<file path="config.mk">
export PLATFORM = sky130hd
export DESIGN_NAME = gimbal_telemetry_frame_parser_unit_flat
export DESIGN_NICKNAME = d
export VERILOG_FILES = /design/src/sv/gtfp_pkg.sv /design/src/sv/gtfp_if.sv /design/src/sv/gimbal_telemetry_frame_parser_unit.sv /design/src/sv/gtfp_front.sv /design/src/sv/gtfp_queue.sv /design/src/sv/gtfp_back.sv /design/src/flat_wrapper.sv
export SDC_FILE = /design/constraint.sdc
export NUM_CORES = 1
export LEC_CHECK = 0
export BUFFER_PORTS_ARGS = -buffer_cell sky130_fd_sc_hd__buf_2
export CAP_MARGIN = 20
export CORE_ASPECT_RATIO = 0.8
export CORE_MARGIN = 3
export CORE_UTILIZATION = 45
export DETAILED_ROUTE_END_ITERATION = 10
export SYNTH_ARGS = -nofsm -noshare
export SYNTH_HDL_FRONTEND = slang
export SYNTH_SLANG_ARGS = --single-unit
</file>
<file path="constraint.sdc">
create_clock -name clk -period 6.7 [get_ports clk]
set_input_delay 0.67 -clock clk [delete_from_list [all_inputs] [get_ports clk]]
set_output_delay 0.67 -clock clk [all_outputs]
set_load 0.02 [all_outputs]
</file>
<file path="src/sv/gtfp_pkg.sv">
// Shared types, constants and decode functions of the gimbal telemetry frame parser.
`default_nettype none

package gtfp_pkg;

    // Header bytes that open every frame.
    localparam logic [7:0] HDR0 = 8'hEE;
    localparam logic [7:0] HDR1 = 8'h01;
    localparam logic [7:0] HDR2 = 8'h1D;

    // Frame bytes 3 to 28 follow the header; the last of them is the checksum.
    localparam int PAYLOAD_LEN = 26;
    localparam int POS_W       = 5;
    localparam logic [POS_W-1:0] LAST_POS = POS_W'(PAYLOAD_LEN - 1);

    // Tracking codes.
    localparam logic [1:0] TRACK_OFF     = 2'd0;
    localparam logic [1:0] TRACK_ON      = 2'd1;
    localparam logic [1:0] TRACK_UNKNOWN = 2'd2;

    // Gimbal mode codes.
    localparam logic [1:0] MODE_FOLLOW  = 2'd0;
    localparam logic [1:0] MODE_LOCK    = 2'd1;
    localparam logic [1:0] MODE_DOWN    = 2'd2;
    localparam logic [1:0] MODE_UNKNOWN = 2'd3;

    // Header hunt phases of the front end.
    typedef enum logic [1:0] {
        HUNT_SYNC0,
        HUNT_SYNC1,
        HUNT_SYNC2,
        HUNT_COLLECT
    } hunt_t;

    // One classified payload byte travelling from the front end to the back end.
    typedef struct packed {
        logic             last;
        logic             sum_ok;
        logic [POS_W-1:0] pos;
        logic [7:0]       data;
    } cmd_t;

    // One decoded telemetry frame.
    typedef struct packed {
        logic        [15:0] distance_dm;
        logic signed [15:0] roll_tenths;
        logic signed [15:0] pitch_tenths;
        logic signed [15:0] yaw_tenths;
        logic        [7:0]  zoom_level;
        logic        [1:0]  tracking_code;
        logic signed [31:0] target_lat;
        logic signed [31:0] target_lon;
        logic signed [15:0] target_alt_dm;
        logic        [31:0] focal_word;
        logic        [1:0]  mode_code;
        logic               checksum_ok;
    } frame_t;

    // Maps the raw tracking byte to its code.
    function automatic logic [1:0] decode_tracking(input logic [7:0] raw);
        logic [1:0] code;
        case (raw)
            8'h00:   code = TRACK_OFF;
            8'h01:   code = TRACK_ON;
            default: code = TRACK_UNKNOWN;
        endcase
        return code;
    endfunction

    // Maps the raw mode byte to its code.
    function automatic logic [1:0] decode_mode(input logic [7:0] raw);
        logic [1:0] code;
        case (raw)
            8'h00:   code = MODE_FOLLOW;
            8'h01:   code = MODE_LOCK;
            8'h02:   code = MODE_DOWN;
            default: code = MODE_UNKNOWN;
        endcase
        return code;
    endfunction

endpackage

`default_nettype wire

</file>
<file path="src/sv/gtfp_if.sv">
// Handshake interfaces for received bytes and decoded telemetry frames.
`default_nettype none

interface gtfp_byte_if;
    logic       valid;
    logic       ready;
    logic [7:0] rx_byte;

    modport source (output valid, output rx_byte, input ready);
    modport sink (input valid, input rx_byte, output ready);
endinterface

interface gtfp_frame_if;
    logic               valid;
    logic               ready;
    gtfp_pkg::frame_t   frame;

    modport source (output valid, output frame, input ready);
    modport sink (input valid, input frame, output ready);
endinterface

`default_nettype wire

</file>
<file path="src/sv/gimbal_telemetry_frame_parser_unit.sv">
// Top level of the gimbal telemetry frame parser.
// The parser takes one received byte per clock cycle while the queue has room, hunts for the
// EE 01 1D header and, after the 26 bytes that follow it, delivers one decoded frame with its
// checksum flag; a byte that breaks the header restarts the hunt and is not itself treated as a
// new start. The front end classifies every byte in the cycle it arrives, a queue of
// QUEUE_DEPTH entries carries payload bytes to the back end, and the back end stores them and
// decodes the frame into an output register. A frame's valid flag is registered when the back
// end takes its checksum byte from the queue. Input bytes keep flowing while a frame waits to be
// taken, until the queue fills behind the next closing byte.
`default_nettype none

module gimbal_telemetry_frame_parser_unit #(
    parameter int QUEUE_DEPTH = 4
) (
    input  wire logic       clk,
    input  wire logic       rst_n,
    gtfp_byte_if.sink       rx,
    gtfp_frame_if.source    telemetry
);

    logic                   front_valid;
    gtfp_pkg::cmd_t         front_cmd;
    logic                   front_ready;
    logic                   back_valid;
    gtfp_pkg::cmd_t         back_cmd;
    logic                   back_ready;

    // Header hunt and classification.
    gtfp_front u_front (
        .clk       (clk),
        .rst_n     (rst_n),
        .in_valid  (rx.valid),
        .in_data   (rx.rx_byte),
        .in_ready  (rx.ready),
        .cmd_valid (front_valid),
        .cmd       (front_cmd),
        .cmd_ready (front_ready)
    );

    // Decoupling queue.
    gtfp_queue #(
        .DEPTH (QUEUE_DEPTH)
    ) u_queue (
        .clk       (clk),
        .rst_n     (rst_n),
        .in_valid  (front_valid),
        .in_cmd    (front_cmd),
        .in_ready  (front_ready),
        .out_valid (back_valid),
        .out_cmd   (back_cmd),
        .out_ready (back_ready)
    );

    // Payload store and frame decode.
    gtfp_back u_back (
        .clk       (clk),
        .rst_n     (rst_n),
        .cmd_valid (back_valid),
        .cmd       (back_cmd),
        .cmd_ready (back_ready),
        .out_valid (telemetry.valid),
        .out_frame (telemetry.frame),
        .out_ready (telemetry.ready)
    );

endmodule

`default_nettype wire

</file>
<file path="src/sv/gtfp_front.sv">
// Front end: header hunt, payload position tracking and checksum accumulation.
`default_nettype none

module gtfp_front (
    input  wire logic                  clk,
    input  wire logic                  rst_n,
    input  wire logic                  in_valid,
    input  wire logic [7:0]            in_data,
    output logic                       in_ready,
    output logic                       cmd_valid,
    output gtfp_pkg::cmd_t             cmd,
    input  wire logic                  cmd_ready
);

    gtfp_pkg::hunt_t                   state_reg, state_next;
    logic [gtfp_pkg::POS_W-1:0]        pos_reg, pos_next;
    logic [7:0]                        sum_reg, sum_next;
    logic                              accept;

    // A byte is taken whenever the queue has room for what it may produce.
    assign in_ready = cmd_ready;
    assign accept   = in_valid && cmd_ready;

    // Classified byte handed to the queue.
    assign cmd.last   = (pos_reg == gtfp_pkg::LAST_POS);
    assign cmd.sum_ok = (sum_reg == in_data);
    assign cmd.pos    = pos_reg;
    assign cmd.data   = in_data;

    // State register and counters.
    always_ff @(posedge clk or negedge rst_n)
    begin
        if (!rst_n)
        begin
            state_reg <= gtfp_pkg::HUNT_SYNC0;
            pos_reg   <= '0;
            sum_reg   <= '0;
        end
        else
        begin
            state_reg <= state_next;
            pos_reg   <= pos_next;
            sum_reg   <= sum_next;
        end
    end

    // Next state: a broken header returns to the first phase without rechecking the byte.
    always_comb
    begin
        state_next = state_reg;
        pos_next   = pos_reg;
        sum_next   = sum_reg;
        cmd_valid  = 1'b0;
        if (accept)
        begin
            case (state_reg)
                gtfp_pkg::HUNT_SYNC0:
                begin
                    pos_next = '0;
                    if (in_data == gtfp_pkg::HDR0)
                    begin
                        sum_next   = in_data;
                        state_next = gtfp_pkg::HUNT_SYNC1;
                    end
                    else
                    begin
                        sum_next = '0;
                    end
                end
                gtfp_pkg::HUNT_SYNC1:
                begin
                    if (in_data == gtfp_pkg::HDR1)
                    begin
                        sum_next   = sum_reg + in_data;
                        state_next = gtfp_pkg::HUNT_SYNC2;
                    end
                    else
                    begin
                        state_next = gtfp_pkg::HUNT_SYNC0;
                    end
                end
                gtfp_pkg::HUNT_SYNC2:
                begin
                    if (in_data == gtfp_pkg::HDR2)
                    begin
                        sum_next   = sum_reg + in_data;
                        pos_next   = '0;
                        state_next = gtfp_pkg::HUNT_COLLECT;
                    end
                    else
                    begin
                        state_next = gtfp_pkg::HUNT_SYNC0;
                    end
                end
                gtfp_pkg::HUNT_COLLECT:
                begin
                    cmd_valid = 1'b1;
                    if (pos_reg == gtfp_pkg::LAST_POS)
                    begin
                        pos_next   = '0;
                        sum_next   = '0;
                        state_next = gtfp_pkg::HUNT_SYNC0;
                    end
                    else
                    begin
                        pos_next = pos_reg + 1'b1;
                        sum_next = sum_reg + in_data;
                    end
                end
                default:
                begin
                    state_next = gtfp_pkg::HUNT_SYNC0;
                end
            endcase
        end
    end

    // Outside collection the payload position stays at zero.
    assert property (@(posedge clk) disable iff (!rst_n)
        (state_reg != gtfp_pkg::HUNT_COLLECT) |-> (pos_reg == '0))
        else $error("payload position moved outside collection");

    // A closing transfer only leaves the front end at the checksum byte.
    assert property (@(posedge clk) disable iff (!rst_n)
        (cmd_valid && cmd.last) |-> (state_reg == gtfp_pkg::HUNT_COLLECT
                                     && pos_reg == gtfp_pkg::LAST_POS))
        else $error("frame closed at the wrong position");

    // After the checksum byte the hunt restarts with a cleared sum.
    assert property (@(posedge clk) disable iff (!rst_n)
        (accept && state_reg == gtfp_pkg::HUNT_COLLECT && pos_reg == gtfp_pkg::LAST_POS)
        |=> (state_reg == gtfp_pkg::HUNT_SYNC0 && sum_reg == '0))
        else $error("hunt did not restart after a frame");

endmodule

`default_nettype wire

</file>
<file path="src/sv/gtfp_queue.sv">
// Short queue of classified payload bytes between the front and back ends.
`default_nettype none

module gtfp_queue #(
    parameter int DEPTH = 4
) (
    input  wire logic           clk,
    input  wire logic           rst_n,
    input  wire logic           in_valid,
    input  wire gtfp_pkg::cmd_t in_cmd,
    output logic                in_ready,
    output logic                out_valid,
    output gtfp_pkg::cmd_t      out_cmd,
    input  wire logic           out_ready
);

    localparam int PTR_W = (DEPTH > 1) ? $clog2(DEPTH) : 1;
    localparam int CNT_W = $clog2(DEPTH + 1);

    gtfp_pkg::cmd_t             slot_reg [DEPTH];
    logic [PTR_W-1:0]           wr_ptr_reg, wr_ptr_next;
    logic [PTR_W-1:0]           rd_ptr_reg, rd_ptr_next;
    logic [CNT_W-1:0]           count_reg, count_next;
    logic                       push, pop;

    assign in_ready  = (count_reg != CNT_W'(DEPTH));
    assign out_valid = (count_reg != '0);
    assign out_cmd   = slot_reg[rd_ptr_reg];
    assign push      = in_valid && in_ready;
    assign pop       = out_valid && out_ready;

    // Pointer wrap and occupancy.
    always_comb
    begin
        wr_ptr_next = wr_ptr_reg;
        rd_ptr_next = rd_ptr_reg;
        if (push)
        begin
            wr_ptr_next = (wr_ptr_reg == PTR_W'(DEPTH - 1)) ? '0 : wr_ptr_reg + 1'b1;
        end
        if (pop)
        begin
            rd_ptr_next = (rd_ptr_reg == PTR_W'(DEPTH - 1)) ? '0 : rd_ptr_reg + 1'b1;
        end
        count_next = count_reg + CNT_W'(push) - CNT_W'(pop);
    end

    always_ff @(posedge clk or negedge rst_n)
    begin
        if (!rst_n)
        begin
            wr_ptr_reg <= '0;
            rd_ptr_reg <= '0;
            count_reg  <= '0;
        end
        else
        begin
            wr_ptr_reg <= wr_ptr_next;
            rd_ptr_reg <= rd_ptr_next;
            count_reg  <= count_next;
        end
    end

    // Slot storage needs no reset.
    always_ff @(posedge clk)
    begin
        if (push)
        begin
            slot_reg[wr_ptr_reg] <= in_cmd;
        end
    end

endmodule

`default_nettype wire

</file>
<file path="src/sv/gtfp_back.sv">
// Back end: payload byte store, field decoding and the output frame register.
`default_nettype none

module gtfp_back (
    input  wire logic           clk,
    input  wire logic           rst_n,
    input  wire logic           cmd_valid,
    input  wire gtfp_pkg::cmd_t cmd,
    output logic                cmd_ready,
    output logic                out_valid,
    output gtfp_pkg::frame_t    out_frame,
    input  wire logic           out_ready
);

    // Frame bytes 3 to 27; the checksum byte is compared in the front end.
    logic [7:0]                 store_reg [gtfp_pkg::PAYLOAD_LEN - 1];
    gtfp_pkg::frame_t           frame_reg, frame_next;
    logic                       valid_reg, valid_next;
    logic                       pop, finish;

    // A closing transfer waits only while an untaken frame holds the output register.
    assign cmd_ready = !cmd.last || !valid_reg || out_ready;
    assign pop       = cmd_valid && cmd_ready;
    assign finish    = pop && cmd.last;
    assign out_valid = valid_reg;
    assign out_frame = frame_reg;

    // Assemble the decoded frame from the stored bytes.
    always_comb
    begin
        frame_next.distance_dm   = {store_reg[1], store_reg[0]};
        frame_next.roll_tenths   = {store_reg[3], store_reg[2]};
        frame_next.pitch_tenths  = {store_reg[5], store_reg[4]};
        frame_next.yaw_tenths    = {store_reg[7], store_reg[6]};
        frame_next.zoom_level    = store_reg[8];
        frame_next.tracking_code = gtfp_pkg::decode_tracking(store_reg[9]);
        frame_next.target_lat    = {store_reg[13], store_reg[12], store_reg[11], store_reg[10]};
        frame_next.target_lon    = {store_reg[17], store_reg[16], store_reg[15], store_reg[14]};
        frame_next.target_alt_dm = {store_reg[19], store_reg[18]};
        frame_next.focal_word    = {store_reg[20], store_reg[21], store_reg[22], store_reg[23]};
        frame_next.mode_code     = gtfp_pkg::decode_mode(store_reg[24]);
        frame_next.checksum_ok   = cmd.sum_ok;
    end

    // Output valid flag.
    always_comb
    begin
        valid_next = valid_reg;
        if (finish)
        begin
            valid_next = 1'b1;
        end
        else if (out_ready)
        begin
            valid_next = 1'b0;
        end
    end

    always_ff @(posedge clk or negedge rst_n)
    begin
        if (!rst_n)
        begin
            valid_reg <= 1'b0;
        end
        else
        begin
            valid_reg <= valid_next;
        end
    end

    // Payload store and output frame need no reset.
    always_ff @(posedge clk)
    begin
        if (pop && !cmd.last)
        begin
            store_reg[cmd.pos] <= cmd.data;
        end
        if (finish)
        begin
            frame_reg <= frame_next;
        end
    end

endmodule

`default_nettype wire

</file>
<file path="src/flat_wrapper.sv">
// flat-port wrapper written by rule: the top's interface ports become plain ports
module gimbal_telemetry_frame_parser_unit_flat 
#(
    parameter int QUEUE_DEPTH = 4
)
  (clk, rst_n, rx_valid, rx_rx_byte, rx_ready, telemetry_valid, telemetry_frame, telemetry_ready);
  gtfp_byte_if rx_i ();
  gtfp_frame_if telemetry_i ();
  input  wire logic clk;
  input  wire logic rst_n;
  input wire logic [$bits(rx_i.valid)-1:0] rx_valid;
  input wire logic [$bits(rx_i.rx_byte)-1:0] rx_rx_byte;
  output wire logic [$bits(rx_i.ready)-1:0] rx_ready;
  output wire logic [$bits(telemetry_i.valid)-1:0] telemetry_valid;
  output wire logic [$bits(telemetry_i.frame)-1:0] telemetry_frame;
  input wire logic [$bits(telemetry_i.ready)-1:0] telemetry_ready;
  assign rx_i.valid = rx_valid;
  assign rx_i.rx_byte = rx_rx_byte;
  assign rx_ready = rx_i.ready;
  assign telemetry_valid = telemetry_i.valid;
  assign telemetry_frame = telemetry_i.frame;
  assign telemetry_i.ready = telemetry_ready;
  gimbal_telemetry_frame_parser_unit #(.QUEUE_DEPTH(QUEUE_DEPTH)) u_core (.clk(clk), .rst_n(rst_n), .rx(rx_i), .telemetry(telemetry_i));
endmodule
</file>
==> results.cfg <==
[status]
outcome = finished clean

[sta]
fin_tns_setup_ps = 0
finalSetupViolCount = 0
maximum_clock_rate_mhz = 314
layout_min_cycle_time_ps = 3190
relSlewSlack = 0.367
final.setup_skew_ps = 16.5
worst_slack_ps = 3510
finalHoldViolations = 0
period_share = 0.476
final-max-slew-violation-count = 0
timing_worst_slew_pin_value_ps = 949
grt_setup_unrepaired = false

[global_route]
track_usage = 0.161
grt_pass1_wl_microns = 45400
vias_in_the_first_global_route = 7274
largest_net_degree_at_the_start_of_global_routing = 126
initial_antenna_violation_count = 0
grt_overflow = 0

[route]
route.detailed.vias_per_inst = 4.93
firstDrtPassIters = 4
detail_route.drc_violations = 0
detailroute.via_count = 7118
drt_wl_total_microns = 29900
detail-route-antenna-nets = 0
detail_route.iter0.violations = 602
wire_per_inst_microns = 20.7

[synth]
yosys_register_bits = 472
async_flop_share = 0.0487
synth_fp_nets = 735
synth_area_leader_cell = sky130_fd_sc_hd__edfxtp_1
yosys.cell_types.count = 49
synthesis.area_sq_mm = 0.0158
netlist_top_cells_area = sky130_fd_sc_hd__edfxtp_1, sky130_fd_sc_hd__dfrtp_1, sky130_fd_sc_hd__ha_1
synthMostInstantiatedCell = sky130_fd_sc_hd__edfxtp_1
syn_inst = 700
count_of_flip_flops_with_a_built_in_enable_after_synthesis = 449
synth_top_area_frac = 0.853
synth-main-ff-cell = sky130_fd_sc_hd__edfxtp_1
sequential_share_of_the_synthesized_area = 0.890
post_synth.cell_area_avg_sq_um = 22.6
synth.top_cells.by_count = sky130_fd_sc_hd__edfxtp_1, sky130_fd_sc_hd__nor2_1, sky130_fd_sc_hd__dfrtp_1, sky130_fd_sc_hd__ha_1, sky130_fd_sc_hd__inv_1
ys_warn_count = 0

[power]
power.ir.vdd_worst_v = 0.000207
total_leakage_power_nw = 6.59
power.total_mw = 8.60
power_density_mw_per_mm2 = 457

[cts]
holdBufCountCts = 0
tritoncts = done
root_buffer = sky130_fd_sc_hd__clkbuf_16
worst_skew_pair.late_latency_ps = 550
cts-htree-levels = 2
ctsResizeCount = 0
clock_sinks = 472
maximum_clock_path_buffer_count = 3
cts-buffers-inserted = 44
path_clk_slew_ps = 60
cts.repair_timing.setup_buffer_count = 0

[place]
place.detailed.hpwl_microns = 18700
placement.io_buffers = 202
place.detailed.instances = 1361
pre_cts_slack_ps = 3420
globalplace.congestion = 0.758

[die]
initial_cell_density_of_the_core = 0.464
rows = 60
die_area_sq_mm = 0.0374
core_region_area_sq_mm = 0.0341
die_w_microns = 215
io_pins = 203
die_height_microns = 174

[setup_path]
critPathMaxFanout = 18
reg2regPathDepth = 4
cp-end-kind = flop
critical_path.startpoint_type = flop
crit_required_ps = 6900
worstPathArrival_ps = 3380
critical_path_class = flop to flop

[final_layout]
drive_gt1_frac = 0.300
num_antenna_cells = 0
fill_cells = 2643
design.final.nets = 977
flow.area_growth_from_synthesis_pct = 19.2
largest_reg_flops = 200
finish.cell_count_without_fillers = 1443

[flow_run]
count_of_maximum_capacitance_violations = 0

[worst_hold_path]
hold_class = primary input to async pin
[metal layers]
layer / wire (microns) / track usage / vias up
met5: 0 / 0 / -
met4: 508 / 0.0413 / 0
met3: 1880 / 0.0345 / 40
met2: 14200 / 0.258 / 234
met1: 13300 / 0.228 / 3577
li1: - / - / 3267
[layout make-up]
cell class,instances,area [sq um],share of cell area
timing repair buffer,203,1030,0.0547
tap,465,582,0.0309
multi-input combinational,201,1630,0.0863
clock inverter,31,313,0.0166
sequential,472,14100,0.746
inverter,20,75.1,0.00399
clock buffer,51,1150,0.0610
[layout by cell type (no fill, tap or decap), types with 4 or more instances in the layout]
cell type	Yosys	layout
sky130_fd_sc_hd__nand2_1	17	17
sky130_fd_sc_hd__nand3_1	6	6
sky130_fd_sc_hd__inv_1	20	20
sky130_fd_sc_hd__clkbuf_1	4	6
sky130_fd_sc_hd__buf_2	1	202
sky130_fd_sc_hd__a21oi_1	12	12
sky130_fd_sc_hd__o21ai_0	12	12
sky130_fd_sc_hd__nor2_1	31	31
sky130_fd_sc_hd__clkbuf_16	0	45
sky130_fd_sc_hd__edfxtp_1	449	449
sky130_fd_sc_hd__nor3_1	6	6
sky130_fd_sc_hd__nor2_2	7	7
sky130_fd_sc_hd__nor4_1	4	4
sky130_fd_sc_hd__xor2_1	4	4
sky130_fd_sc_hd__and3_1	4	4
sky130_fd_sc_hd__mux4_2	10	10
sky130_fd_sc_hd__dfrtp_1	23	23
sky130_fd_sc_hd__mux4_1	5	5
sky130_fd_sc_hd__and2_1	6	5
sky130_fd_sc_hd__or3_1	5	5
sky130_fd_sc_hd__ha_1	21	21
sky130_fd_sc_hd__clkinv_2	0	8
sky130_fd_sc_hd__bufinv_16	0	5
sky130_fd_sc_hd__clkinv_1	0	13
sky130_fd_sc_hd__a21o_1	5	5
[stage by stage]
stage	hold WS, ps	util	cell area [sq um]
floorplan	374	-	15800
global route	144	0.553	18800
detailed placement	405	0.510	17400
global placement	402	0.510	17400
CTS	121	0.553	18800
finish	120	0.553	18800
[kinds of logic (layout without fill, tap and decap cells)]
| logic type | Yosys count | count (layout) | share of synthesized area |
|---|---|---|---|
| xor+xnor | 7 | 7 | 0.00388 |
| simple gates | 103 | 103 | 0.0338 |
| buf+inv | 27 | 305 | 0.00744 |
| fa+ha+maj | 23 | 23 | 0.0192 |
| flops | 472 | 472 | 0.890 |
| mux | 19 | 19 | 0.0253 |
| compound gates | 49 | 49 | 0.0205 |
[power by group]
group          switching, mW  internal, mW
Sequential             0.220          3.99
Combinational           1.41         0.509
Clock                   1.04          1.43
[worst max-delay path: stages, from the launching register on]
cell and delay [ps]:
sky130_fd_sc_hd__dfrtp_1 970, sky130_fd_sc_hd__mux4_2 630, sky130_fd_sc_hd__or2_4 270, sky130_fd_sc_hd__or3_1 540, sky130_fd_sc_hd__nor2_2 440
[worst paths after layout]
path | from | end | slack, ps
worst max register to register | u_core.u_queue.rd_ptr_reg[0] | u_core.u_back.store_reg[0][3] | 3510
worst max-delay path | u_core.u_queue.rd_ptr_reg[0] | u_core.u_back.store_reg[0][3] | 3510
max in group asynchronous | rst_n | u_core.u_queue.rd_ptr_reg[0] | 6200
worst min register to register | u_core.u_back.store_reg[10][6] | telemetry_frame[89] | 410
worst min-delay path | rst_n | u_core.u_front.sum_reg[4] | 120
min in group clk | u_core.u_back.store_reg[10][6] | telemetry_frame[89] | 410
No activity file was read; power rests on OpenSTA's default activity.
